**src/rtl/hrdc_pkg.sv**
```systemverilog
// Shared constants, types and the hue scaling function of the HSV to RGB converter.
`default_nettype none

package hrdc_pkg;

    // Item operation codes.
    localparam logic OpConvert = 1'b0;
    localparam logic OpLoad    = 1'b1;

    localparam int unsigned SectorDegInt = 60;
    localparam int unsigned CurveDepth   = 256;

    localparam logic [7:0]  FullLevel   = 8'd255;
    localparam logic [8:0]  HueScale    = 9'd359;
    localparam logic [6:0]  SectorDeg   = 7'(SectorDegInt);
    // floor(2^16 / 60); the quotient it gives is at most one below the true one.
    localparam logic [10:0] RecipSector = 11'd1092;

    typedef logic [7:0]  level_t;
    typedef logic [8:0]  deg_t;
    typedef logic [2:0]  sector_t;
    typedef logic [5:0]  pos_t;
    typedef logic [6:0]  ramp_pos_t;
    typedef logic [13:0] prod_t;

    typedef struct packed {
        logic s1_free;
        logic s1_valid;
        logic s2_valid;
        logic s3_valid;
        logic s4_valid;
    } pipe_status_t;

    // Degrees as hue * 359 / 255, with the division done as a reciprocal
    // multiply (x * 257 / 2^16) followed by a single correction step.
    function automatic deg_t hue_to_deg(input level_t hue);
        logic [16:0] scaled;
        logic [24:0] approx;
        deg_t        quot;
        logic [16:0] rem;
        scaled = 17'(hue) * 17'(HueScale);
        approx = (25'(scaled) << 8) + 25'(scaled);
        quot   = approx[24:16];
        rem    = scaled - ((17'(quot) << 8) - 17'(quot));
        if (rem >= 17'(FullLevel))
        begin
            quot = quot + 9'd1;
        end
        return quot;
    endfunction

endpackage

`default_nettype wire

```
**src/rtl/hrdc_curve_mem.sv**
```systemverilog
// Brightness curve memory: one write port and two registered read ports.
`default_nettype none

module hrdc_curve_mem (
    input  wire logic            clk,
    input  wire logic            wr_en,
    input  wire hrdc_pkg::level_t wr_addr,
    input  wire hrdc_pkg::level_t wr_data,
    input  wire logic            rd_en,
    input  wire hrdc_pkg::level_t rd_addr_a,
    input  wire hrdc_pkg::level_t rd_addr_b,
    output hrdc_pkg::level_t     rd_data_a,
    output hrdc_pkg::level_t     rd_data_b
);
    import hrdc_pkg::*;

    level_t curve_mem [CurveDepth];

    level_t rd_a_reg;
    level_t rd_b_reg;

    always_ff @(posedge clk)
    begin
        if (wr_en)
        begin
            curve_mem[wr_addr] <= wr_data;
        end
    end

    // Read data holds while the first pipeline stage is stalled.
    always_ff @(posedge clk)
    begin
        if (rd_en)
        begin
            rd_a_reg <= curve_mem[rd_addr_a];
            rd_b_reg <= curve_mem[rd_addr_b];
        end
    end

    assign rd_data_a = rd_a_reg;
    assign rd_data_b = rd_b_reg;

endmodule

`default_nettype wire

```
**src/rtl/hrdc_color_pipe.sv**
```systemverilog
// Colour pipeline: base level, sector split, ramp and channel selection.
`default_nettype none

module hrdc_color_pipe (
    input  wire logic                 clk,
    input  wire logic                 rst_n,
    input  wire logic                 conv_en,
    input  wire hrdc_pkg::deg_t       deg,
    input  wire hrdc_pkg::level_t     curve_v,
    input  wire hrdc_pkg::level_t     curve_cs,
    input  wire logic                 out_ready,
    output logic                      out_valid,
    output hrdc_pkg::level_t          red,
    output hrdc_pkg::level_t          green,
    output hrdc_pkg::level_t          blue,
    output hrdc_pkg::pipe_status_t    status
);
    import hrdc_pkg::*;

    localparam deg_t Sec1Start = 9'(1 * SectorDegInt);
    localparam deg_t Sec2Start = 9'(2 * SectorDegInt);
    localparam deg_t Sec3Start = 9'(3 * SectorDegInt);
    localparam deg_t Sec4Start = 9'(4 * SectorDegInt);
    localparam deg_t Sec5Start = 9'(5 * SectorDegInt);

    // Stage 1: curve read data arrives from the memory.
    logic    s1_valid_reg;
    deg_t    s1_deg_reg;

    // Stage 2.
    logic    s2_valid_reg;
    level_t  s2_v_reg;
    level_t  s2_base_reg;
    sector_t s2_sector_reg;
    pos_t    s2_pos_reg;
    logic    s2_gray_reg;

    // Stage 3.
    logic    s3_valid_reg;
    level_t  s3_v_reg;
    level_t  s3_base_reg;
    sector_t s3_sector_reg;
    logic    s3_gray_reg;
    prod_t   s3_prod_reg;

    // Stage 4.
    logic    s4_valid_reg;
    level_t  s4_v_reg;
    level_t  s4_base_reg;
    sector_t s4_sector_reg;
    logic    s4_gray_reg;
    prod_t   s4_prod_reg;
    level_t  s4_quot_reg;

    // Output register.
    logic    out_valid_reg;
    level_t  red_reg;
    level_t  green_reg;
    level_t  blue_reg;

    logic out_en;
    logic s4_en;
    logic s3_en;
    logic s2_en;
    logic s1_en;

    // Each stage moves on when the one after it is empty or moving.
    assign out_en = !out_valid_reg || out_ready;
    assign s4_en  = !s4_valid_reg || out_en;
    assign s3_en  = !s3_valid_reg || s4_en;
    assign s2_en  = !s2_valid_reg || s3_en;
    assign s1_en  = !s1_valid_reg || s2_en;

    // Stage 1 logic.
    logic [15:0] base_prod;
    level_t      s2_base_next;
    logic        s2_gray_next;
    sector_t     s2_sector_next;
    deg_t        sector_start;
    pos_t        s2_pos_next;

    always_comb
    begin
        // (255 - s) equals the raw curve entry read at the inverted saturation.
        base_prod    = 16'(curve_cs) * 16'(curve_v);
        s2_base_next = base_prod[15:8];
        s2_gray_next = (curve_cs == FullLevel);
        if (s1_deg_reg >= Sec5Start)
        begin
            s2_sector_next = 3'd5;
            sector_start   = Sec5Start;
        end
        else if (s1_deg_reg >= Sec4Start)
        begin
            s2_sector_next = 3'd4;
            sector_start   = Sec4Start;
        end
        else if (s1_deg_reg >= Sec3Start)
        begin
            s2_sector_next = 3'd3;
            sector_start   = Sec3Start;
        end
        else if (s1_deg_reg >= Sec2Start)
        begin
            s2_sector_next = 3'd2;
            sector_start   = Sec2Start;
        end
        else if (s1_deg_reg >= Sec1Start)
        begin
            s2_sector_next = 3'd1;
            sector_start   = Sec1Start;
        end
        else
        begin
            s2_sector_next = 3'd0;
            sector_start   = 9'd0;
        end
        s2_pos_next = 6'(s1_deg_reg - sector_start);
    end

    // Stage 2 logic: odd sectors ramp downwards.
    ramp_pos_t   ramp_x;
    level_t      diff;
    logic [14:0] ramp_prod;
    prod_t       s3_prod_next;

    always_comb
    begin
        ramp_x       = s2_sector_reg[0] ? (SectorDeg - 7'(s2_pos_reg)) : 7'(s2_pos_reg);
        diff         = s2_v_reg - s2_base_reg;
        ramp_prod    = 15'(diff) * 15'(ramp_x);
        s3_prod_next = ramp_prod[13:0];
    end

    // Stage 3 logic: first estimate of the product divided by 60.
    logic [23:0] recip_prod;
    level_t      s4_quot_next;

    always_comb
    begin
        recip_prod   = 24'(s3_prod_reg) * 24'(RecipSector);
        s4_quot_next = recip_prod[23:16];
    end

    // Stage 4 logic: quotient correction and channel selection.
    prod_t  rem;
    level_t quot;
    level_t ramp;
    level_t red_next;
    level_t green_next;
    level_t blue_next;

    always_comb
    begin
        rem  = s4_prod_reg - ((14'(s4_quot_reg) << 6) - (14'(s4_quot_reg) << 2));
        quot = s4_quot_reg + ((rem >= 14'(SectorDeg)) ? 8'd1 : 8'd0);
        ramp = quot + s4_base_reg;
        case (s4_sector_reg)
            3'd0:
            begin
                red_next   = s4_v_reg;
                green_next = ramp;
                blue_next  = s4_base_reg;
            end
            3'd1:
            begin
                red_next   = ramp;
                green_next = s4_v_reg;
                blue_next  = s4_base_reg;
            end
            3'd2:
            begin
                red_next   = s4_base_reg;
                green_next = s4_v_reg;
                blue_next  = ramp;
            end
            3'd3:
            begin
                red_next   = s4_base_reg;
                green_next = ramp;
                blue_next  = s4_v_reg;
            end
            3'd4:
            begin
                red_next   = ramp;
                green_next = s4_base_reg;
                blue_next  = s4_v_reg;
            end
            default:
            begin
                red_next   = s4_v_reg;
                green_next = s4_base_reg;
                blue_next  = ramp;
            end
        endcase
        if (s4_gray_reg)
        begin
            red_next   = s4_v_reg;
            green_next = s4_v_reg;
            blue_next  = s4_v_reg;
        end
    end

    // Valid chain.
    always_ff @(posedge clk or negedge rst_n)
    begin
        if (!rst_n)
        begin
            s1_valid_reg  <= 1'b0;
            s2_valid_reg  <= 1'b0;
            s3_valid_reg  <= 1'b0;
            s4_valid_reg  <= 1'b0;
            out_valid_reg <= 1'b0;
        end
        else
        begin
            if (s1_en)
            begin
                s1_valid_reg <= conv_en;
            end
            if (s2_en)
            begin
                s2_valid_reg <= s1_valid_reg;
            end
            if (s3_en)
            begin
                s3_valid_reg <= s2_valid_reg;
            end
            if (s4_en)
            begin
                s4_valid_reg <= s3_valid_reg;
            end
            if (out_en)
            begin
                out_valid_reg <= s4_valid_reg;
            end
        end
    end

    // Payload registers.
    always_ff @(posedge clk)
    begin
        if (conv_en)
        begin
            s1_deg_reg <= deg;
        end
        if (s2_en && s1_valid_reg)
        begin
            s2_v_reg      <= curve_v;
            s2_base_reg   <= s2_base_next;
            s2_sector_reg <= s2_sector_next;
            s2_pos_reg    <= s2_pos_next;
            s2_gray_reg   <= s2_gray_next;
        end
        if (s3_en && s2_valid_reg)
        begin
            s3_v_reg      <= s2_v_reg;
            s3_base_reg   <= s2_base_reg;
            s3_sector_reg <= s2_sector_reg;
            s3_gray_reg   <= s2_gray_reg;
            s3_prod_reg   <= s3_prod_next;
        end
        if (s4_en && s3_valid_reg)
        begin
            s4_v_reg      <= s3_v_reg;
            s4_base_reg   <= s3_base_reg;
            s4_sector_reg <= s3_sector_reg;
            s4_gray_reg   <= s3_gray_reg;
            s4_prod_reg   <= s3_prod_reg;
            s4_quot_reg   <= s4_quot_next;
        end
        if (out_en && s4_valid_reg)
        begin
            red_reg   <= red_next;
            green_reg <= green_next;
            blue_reg  <= blue_next;
        end
    end

    assign out_valid = out_valid_reg;
    assign red       = red_reg;
    assign green     = green_reg;
    assign blue      = blue_reg;

    assign status.s1_free  = s1_en;
    assign status.s1_valid = s1_valid_reg;
    assign status.s2_valid = s2_valid_reg;
    assign status.s3_valid = s3_valid_reg;
    assign status.s4_valid = s4_valid_reg;

endmodule

`default_nettype wire

```
**src/rtl/hsv_to_rgb_dim_curve_unit.sv**
```systemverilog
// Top level of the HSV to RGB converter with a loadable brightness curve.
//
//  Channel | Handshake            | Payload
//  --------+----------------------+---------------------------------------------
//  in      | in_valid / in_ready  | operation, hue, saturation, brightness,
//          |                      | curve_index, curve_value
//  out     | out_valid / out_ready| red, green, blue
//
// One item is taken per clock while in_ready is high. A convert item is registered first
// by the curve read at the accepting edge, then passes through three arithmetic
// stages and the output register.
// A load item writes the curve memory in the cycle it is accepted and gives no result.
// Reset clears only the pipeline valid bits; curve entries hold nothing until loaded.
// A stalled output lets the earlier stages close up their bubbles before in_ready drops.
`default_nettype none

module hsv_to_rgb_dim_curve_unit (
    input  wire logic             clk,
    input  wire logic             rst_n,
    input  wire logic             in_valid,
    output logic                  in_ready,
    input  wire logic             operation,
    input  wire hrdc_pkg::level_t hue,
    input  wire hrdc_pkg::level_t saturation,
    input  wire hrdc_pkg::level_t brightness,
    input  wire hrdc_pkg::level_t curve_index,
    input  wire hrdc_pkg::level_t curve_value,
    output logic                  out_valid,
    input  wire logic             out_ready,
    output hrdc_pkg::level_t      red,
    output hrdc_pkg::level_t      green,
    output hrdc_pkg::level_t      blue
);
    import hrdc_pkg::*;

    logic         accept;
    logic         load_en;
    logic         conv_en;
    deg_t         deg;
    level_t       curve_v;
    level_t       curve_cs;
    pipe_status_t status;

    assign accept  = in_valid && in_ready;
    assign load_en = accept && (operation == OpLoad);
    assign conv_en = accept && (operation == OpConvert);
    assign deg     = hue_to_deg(hue);
    assign in_ready = status.s1_free;

    // Writes and reads belong to different accepted items, so a read always
    // sees every earlier load without any forwarding.
    hrdc_curve_mem u_curve_mem (
        .clk       (clk),
        .wr_en     (load_en),
        .wr_addr   (curve_index),
        .wr_data   (curve_value),
        .rd_en     (conv_en),
        .rd_addr_a (brightness),
        .rd_addr_b (FullLevel - saturation),
        .rd_data_a (curve_v),
        .rd_data_b (curve_cs)
    );

    hrdc_color_pipe u_color_pipe (
        .clk       (clk),
        .rst_n     (rst_n),
        .conv_en   (conv_en),
        .deg       (deg),
        .curve_v   (curve_v),
        .curve_cs  (curve_cs),
        .out_ready (out_ready),
        .out_valid (out_valid),
        .red       (red),
        .green     (green),
        .blue      (blue),
        .status    (status)
    );

    // Input stalls only when every stage and the output register are full.
    a_ready_only_when_full: assert property (
        @(posedge clk) disable iff (!rst_n)
        !in_ready |-> (out_valid && status.s1_valid && status.s2_valid
                       && status.s3_valid && status.s4_valid)
    ) else $error("input stalled while the pipeline had room");

    a_convert_enters: assert property (
        @(posedge clk) disable iff (!rst_n)
        conv_en |=> status.s1_valid
    ) else $error("accepted convert item did not enter the pipeline");

    a_load_no_result: assert property (
        @(posedge clk) disable iff (!rst_n)
        load_en |=> !status.s1_valid
    ) else $error("load item entered the colour pipeline");

    a_result_from_stage4: assert property (
        @(posedge clk) disable iff (!rst_n)
        $rose(out_valid) |-> $past(status.s4_valid)
    ) else $error("result appeared without a stage four item");

endmodule

`default_nettype wire

```
**config.mk**
```make
export PLATFORM = sky130hd
export DESIGN_NAME = hsv_to_rgb_dim_curve_unit
export DESIGN_NICKNAME = d
export VERILOG_FILES = /design/src/rtl/hrdc_pkg.sv /design/src/rtl/hrdc_curve_mem.sv /design/src/rtl/hrdc_color_pipe.sv /design/src/rtl/hsv_to_rgb_dim_curve_unit.sv
export SDC_FILE = /design/constraint.sdc
export NUM_CORES = 2
export LEC_CHECK = 0
export ABC_AREA = 1
export BUFFER_PORTS_ARGS = -buffer_cell sky130_fd_sc_hd__buf_2
export CORE_UTILIZATION = 35
export CTS_CLUSTER_DIAMETER = 30
export CTS_CLUSTER_SIZE = 30
export DETAILED_ROUTE_END_ITERATION = 8
export PLACE_DENSITY = 0.48
export SKIP_CTS_REPAIR_TIMING = 1
export SYNTH_ARGS = -nofsm -noshare
export SYNTH_HDL_FRONTEND = slang
export SYNTH_SLANG_ARGS = --single-unit
```
**constraint.sdc**
```tcl
create_clock -name clk -period 12.9 [get_ports clk]
set_clock_uncertainty 0.2 [all_clocks]
set_input_delay 2.58 -clock clk [delete_from_list [all_inputs] [get_ports clk]]
set_output_delay 2.58 -clock clk [all_outputs]
set_load 0.02 [all_outputs]
```
# After elaboration in Yosys (flattened, before gate mapping)
# Memories as Yosys holds them, arrays and structs flattened. A register that Yosys moved wholly into a read port is not among the register bits.
# Cells that the tools add are included.
dict set report classes {
  addsub 12
  n_mul 4
  order_cmp 7
  eq_ne 5
  mux 20
  n_bitwise 1
  n_reduce_logical 25
}
# cell count
set ops {}
lappend ops {{one-hot mux 8 bit (2 select lines)} 3}
lappend ops {{two-way mux 6 bit} 5}
lappend ops {{adder 25 x 17 -> 25 bit} 1}
lappend ops {{two-way mux 8 bit} 3}
lappend ops {{multiplier 14 x 9 -> 22 bit, second input constant} 1}
lappend ops {{greater-or-equal comparator 9 x 8 -> 1 bit, second input constant} 2}
lappend ops {{greater-or-equal comparator 17 x 8 -> 1 bit, second input constant} 1}
lappend ops {{multiplier 8 x 9 -> 17 bit, second input constant} 1}
lappend ops {{subtractor 17 bit} 1}
lappend ops {{subtractor 17 x 9 -> 17 bit} 1}
lappend ops {{adder 8 bit} 2}
lappend ops {{multiplier 8 x 8 -> 16 bit} 1}
lappend ops {{greater-or-equal comparator 14 x 6 -> 1 bit, second input constant} 1}
lappend ops {{multiplier 8 x 7 -> 14 bit} 1}
lappend ops {{OR reduction 2 bit} 7}
lappend ops {{subtractor 14 x 10 -> 14 bit} 1}
lappend ops {{subtractor 14 bit} 1}
lappend ops {{adder 9 x 1 -> 9 bit, second input constant} 1}
lappend ops {{greater-or-equal comparator 9 x 6 -> 1 bit, second input constant} 1}
lappend ops {{greater-or-equal comparator 9 x 7 -> 1 bit, second input constant} 1}
lappend ops {{greater-or-equal comparator 9 bit, second input constant} 1}
lappend ops {{two-way mux 9 bit} 1}
lappend ops {{== test 8 bit, second input constant} 1}
lappend ops {{subtractor 8 bit} 1}
lappend ops {{14 further kinds} 34}
dict set report word_totals {
  reg_bits 140
  ramBits 2048
  out_inout_bits 26
  elab_cells 101
  n_memories 1
}
# name words word_bits rd rd_clocked_by_memory_dff wr line
set mem_list {}
lappend mem_list {u_curve_mem.curve_mem 256 8 2 2 1 hrdc_curve_mem.sv:17} ;# level_t curve_mem [CurveDepth];

# Depth between registers and ports, before layout
dict set report depth {
  word_depth 10
  depth_mapped 47
}

# By module
# A second synthesis with hierarchy kept.
dict set report hier_totals {
  hier_cells 13546
  area_unflattened_um2 119862.5
}
# module instances cells_each area_each_um2 seq_area_each_um2
set modules_own_cells {}
lappend modules_own_cells {hrdc_curve_mem 1 11572 104018.5 61979.4}
lappend modules_own_cells {hrdc_color_pipe 1 1414 12185.4 4149.0}
lappend modules_own_cells {hsv_to_rgb_dim_curve_unit 1 560 3658.5 0.0}

# Least setup slack after synthesis
# No wires, ideal clock.
dict set report synth_path {
  path_type {input-to-reg}
  startpoint {input hue[5]}
  endpoint {register u_color_pipe.s1_deg_reg[0] (data pin)}
  setup_time_ps 258
  arrival_ps 9154
  required_ps 12442
  path_slack_ps 3288
  path_stages 39
  n_path_buf 1
  cell_sequence {fa_1 inv_1 fa_1 inv_1 fa_1 fa_1 ha_1 nand2_1 nor2_2 nand3_1 nand3_1 nand2_1 a21oi_1 nor2_1 xnor2_1 ha_1 nand3_1 inv_1 [... 3 more ...] nor2_1 ha_1 inv_1 ha_1 inv_1 ha_1 a21oi_1 nand2_1 nand3_1 nand3_1 nand2_1 nand2_1 nor2_1 nand2_1 nor3_2 nand4_4 buf_8 xor2_2}
}
dict set report synth_via {
  elab_chain_cells 6
}
# element line
set synth_lines {}
lappend synth_lines {{from (decl)} hsv_to_rgb_dim_curve_unit.sv:23} ;# input wire hrdc_pkg::level_t hue,
lappend synth_lines {{multiplier 8 x 9 -> 17 bit *} hrdc_pkg.sv:41} ;# scaled = 17'(hue) * 17'(HueScale);
lappend synth_lines {{adder 25 x 17 -> 25 bit} hrdc_pkg.sv:42} ;# approx = (25'(scaled) << 8) + 25'(scaled);
lappend synth_lines {{subtractor 17 x 9 -> 17 bit} hrdc_pkg.sv:44} ;# rem = scaled - ((17'(quot) << 8) - 17'(quot));
lappend synth_lines {{subtractor 17 bit} hrdc_pkg.sv:44}
lappend synth_lines {{greater-or-equal comparator 17 x 8 -> 1 bit} hrdc_pkg.sv:45} ;# if (rem >= 17'(FullLevel))
lappend synth_lines {{two-way mux 9 bit *} hrdc_pkg.sv:45}
lappend synth_lines {{via deg[0]} hsv_to_rgb_dim_curve_unit.sv:39} ;# deg_t deg;
lappend synth_lines {{to (signal assigned)} hrdc_color_pipe.sv:245} ;# s1_deg_reg <= deg;
lappend synth_lines {{to (decl)} hrdc_color_pipe.sv:28} ;# deg_t s1_deg_reg;
# Mark *: on every way through the listed nets, which the timed path passes. The rest lies on a longest branch.
# A chain may end at the register's enable or synchronous reset.

# Worst setup path in the final report
dict set report layout_path {
  startpoint {input hue[5]}
  endpoint {register u_color_pipe.s1_deg_reg[3] (data pin)}
}
# Same word-level chain as after synthesis.

==> impl_table.tex <==
\begin{tabular}{lr}
\hline
Metric & Value \\
\hline
\multicolumn{2}{l}{\textbf{Critical path}} \\
Max FO, Critical Path & 17 \\
Slowest cell on the critical path & sky130\_fd\_sc\_hd\_\_fa\_1 \\
Critical path type & in -> reg \\
Cell type with the highest occurrence count on the critical path & sky130\_fd\_sc\_hd\_\_nand2\_1 \\
Largest stage delay on the critical path & 550 ps \\
Endpoint required time on the critical path & about 13,000 ps \\
Kind of start point of the critical path & input port \\
CP Capture Type & register \\
Worst EP arrival & between 10,000 and 15,000 ps \\
\multicolumn{2}{l}{\textbf{Routing}} \\
Antenna-violating nets left & 0 \\
Drt drc & 5 \\
Final wirelength & around 470,000 um \\
Number of vias per cell after detailed routing & 6.034 \\
Highest routed layer & met5 \\
Starting DRT DRC Count & around 14,000 \\
Vias & between 100k and 150k \\
Average detailed-routed wire length per instance & about 28 um \\
Detailed route wirelength on metal3 & just over 50,000 um \\
Routed length on met2 & between 200,000 and 250,000 um \\
DRT Pass-1 Iters & 9 \\
Routed metal-1 wire length & 189,100 um \\
\multicolumn{2}{l}{\textbf{Logic synthesis}} \\
Post-synthesis cell type count & 57 \\
Syn nets & approximately 12,000 \\
Fraction of synthesized cell area taken by the top area cell type & 0.5748 \\
Most frequently used cell type in the post-synthesis netlist & sky130\_fd\_sc\_hd\_\_nor2\_1 \\
Synth Instances & 12,080 \\
Synth async-reset ratio & 0.002270 \\
Yosys reg bits & between 2,000 and 2,500 \\
Sequential-to-total area share from yosys stat & 0.5759 \\
Cell accounting for the most synthesized area & sky130\_fd\_sc\_hd\_\_edfxtp\_1 \\
Post-synthesis cell area & roughly 110,000 um2 \\
Mapped Avg Cell Area & between 9 and 10 um2 \\
Synth top cells by count & sky130\_fd\_sc\_hd\_\_nor2\_1, sky130\_fd\_sc\_hd\_\_o21ai\_0, sky130\_fd\_sc\_hd\_\_edfxtp\_1, sky130\_fd\_sc\_hd\_\_o22ai\_1, sky130\_fd\_sc\_hd\_\_nand2\_1 \\
Main synth FF type & sky130\_fd\_sc\_hd\_\_edfxtp\_1 \\
Number of synthesis warnings & 0 \\
Number of synthesized flops with an enable pin & 2,198 \\
Biggest area contributors in the synthesized netlist & sky130\_fd\_sc\_hd\_\_edfxtp\_1, sky130\_fd\_sc\_hd\_\_o21ai\_0, sky130\_fd\_sc\_hd\_\_nor2\_1, sky130\_fd\_sc\_hd\_\_o22ai\_1, sky130\_fd\_sc\_hd\_\_nand2\_1 \\
\multicolumn{2}{l}{\textbf{Status}} \\
Run status & finished with violations \\
Failing checks & DRC \\
\multicolumn{2}{l}{\textbf{Floorplan}} \\
Number of ports placed on the die boundary & around 70 \\
Area of the core region & 325,300 um2 \\
Die Ht & 574.8 um \\
Starting utilization of the core area & 0.3530 \\
Die Area & approximately 330,000 um2 \\
Placement row count & approximately 210 \\
Die Width & 574.8 um \\
\multicolumn{2}{l}{\textbf{STA}} \\
Count of endpoints failing hold in the final timing report & 0 \\
Max Clk Rate & between 0.09 and 0.1 GHz \\
Crit path time final & just over 10,000 ps \\
Rel. slew slack & 0.1215 \\
Final Cycle Share & 0.7952 \\
Number of max-slew violations in the final report & 0 \\
Finish-stage setup viols & 0 \\
Total Neg Setup Slack & 0 ps \\
RSZ-0062 raised after global routing & no \\
Tightest Pin Transition & between 1000 and 1500 ps \\
\multicolumn{2}{l}{\textbf{Clocking}} \\
Worst-Skew Late Latency & between 1000 and 1500 ps \\
Clock tree from TritonCTS & built \\
Total clock sinks & approximately 2,200 \\
Clock Tree Buf Depth & 4 \\
Buffer type at the clock tree root & sky130\_fd\_sc\_hd\_\_clkbuf\_16 \\
CTS Buf Count & roughly 550 \\
CTS H-Tree Depth & 6 \\
Clock transition at path regs & roughly 40 ps \\
\multicolumn{2}{l}{\textbf{Cells and area}} \\
Post-layout instance area & 136,600 um2 \\
Final cell count without fillers & between 15,000 and 20,000 \\
Signed area change from the synthesized netlist to the final layout & 18.95\% \\
Net count reported at finish & $\sim$12,000 \\
Fraction of layout instances using a drive strength above 1 & 0.08970 \\
Flip-flop count of the largest register after layout & roughly 2,000 \\
\multicolumn{2}{l}{\textbf{Pwr}} \\
Total leakage power & $\sim$48 nW \\
Worst VDD drop & roughly 0.00036 V \\
Total chip power & approximately 29 mW \\
Power Dens Cells & between 200 and 250 nW/um2 \\
\multicolumn{2}{l}{\textbf{Worst hold path}} \\
Worst min-delay path category & reg -> reg \\
\multicolumn{2}{l}{\textbf{Place}} \\
Cell Count Post-Placement & roughly 16,000 \\
Detailed Place HPWL & around 270,000 um \\
Port Buf Inserts & 70 \\
Cell Area, Placed & $\sim$120,000 um2 \\
Placer's final routability congestion estimate & 0.8932 \\
\multicolumn{2}{l}{\textbf{Global routing}} \\
Total global routing track utilization & 0.2716 \\
Vias in the first global route & about 97,000 \\
Final global-route overflow total & 0 \\
Pin count of the biggest net entering global routing & 169 \\
First-pass GRT wire length & around 670,000 um \\
Initial antenna violation count & 31 \\
\multicolumn{2}{l}{\textbf{Flow run}} \\
Maxcap violations & 0 \\
\hline
\end{tabular}
cell usage in the layout (no fill, tap or decap), drive strengths merged, types with 34 or more instances in the layout:
cell      count
clkinv      224
nand3       580
bufinv       61
ha          228
a21oi       126
buf         224
clkbuf      630
nand2       996
o22ai      1176
o21ai      2401
inv         466
nor2       2707
fa           95
xor2         51
edfxtp     2198
clkinvlp     34
logic make-up (layout without fill, tap and decap cells):
family	after synthesis	count (layout)	share of synthesized area
compound gates	3749	3749	0.1775
xor+xnor	75	75	0.005906
fa+ha+maj	323	323	0.04141
buf+inv	1376	1639	0.04811
flops	2203	2203	0.5759
other cells	0	18	0
simple gates	4352	4352	0.1512
area by class of cell:
type	count	area (um2)
fill	30900	188700
sequential	2203	66130
multi-input combinational	8499	43240
clock buffer	630	14240
tap	4325	5411
clock inverter	358	3892
timing repair buffer	224	1964
inverter	427	1658
antenna	18	45.04
power by group:
part           total (mW)  internal, mW  switching [mW]
clock                13.5          9.09            4.39
combinational        7.67          2.66            5.01
sequential           8.35          8.24           0.110
path summary, 6_finish.rpt:
check,startpoint,to,slack [ps],depth (start not counted)
max in group asynchronous,rst_n,u_color_pipe.s4_valid_reg,11190,1
min reg2reg,u_color_pipe.s1_deg_reg[1],u_color_pipe.s2_pos_reg[1],210,0
min,u_color_pipe.s1_deg_reg[1],u_color_pipe.s2_pos_reg[1],210,0
max reg2reg,u_color_pipe.s2_v_reg[0],u_color_pipe.s3_prod_reg[13],6480,24
min in group asynchronous,rst_n,u_color_pipe.s2_valid_reg,1180,1
max,hue[5],u_color_pipe.s1_deg_reg[3],2640,42
metrics by stage:
step / hold slack, ps / setup slack (ps) / utilization
3_3_place_gp: 202.9 / 1668 / 0.3640
5_1_grt: 205.4 / 1938 / 0.4198
6_report: 211.7 / 2641 / 0.4199
2_1_floorplan: 200.3 / 3288 / -
3_5_place_dp: 204.5 / 1693 / 0.3640
4_1_cts: 191.8 / 2686 / 0.4197
worst max-delay path, delay by kind of cell:
| kind | cells | cell delay, ps |
|---|---|---|
| compound gates | 4 | 900 |
| xor+xnor | 1 | 430 |
| fa+ha+maj | 9 | 3740 |
| buf+inv | 8 | 600 |
| simple gates | 20 | 2510 |
routing by layer:
layer,vias up,track usage
li1,43280,-
met1,49650,0.3635
met2,6508,0.4138
met3,1220,0.06696
met4,16,0.1262
met5,-,0
No activity file was read; power rests on OpenSTA's default activity.
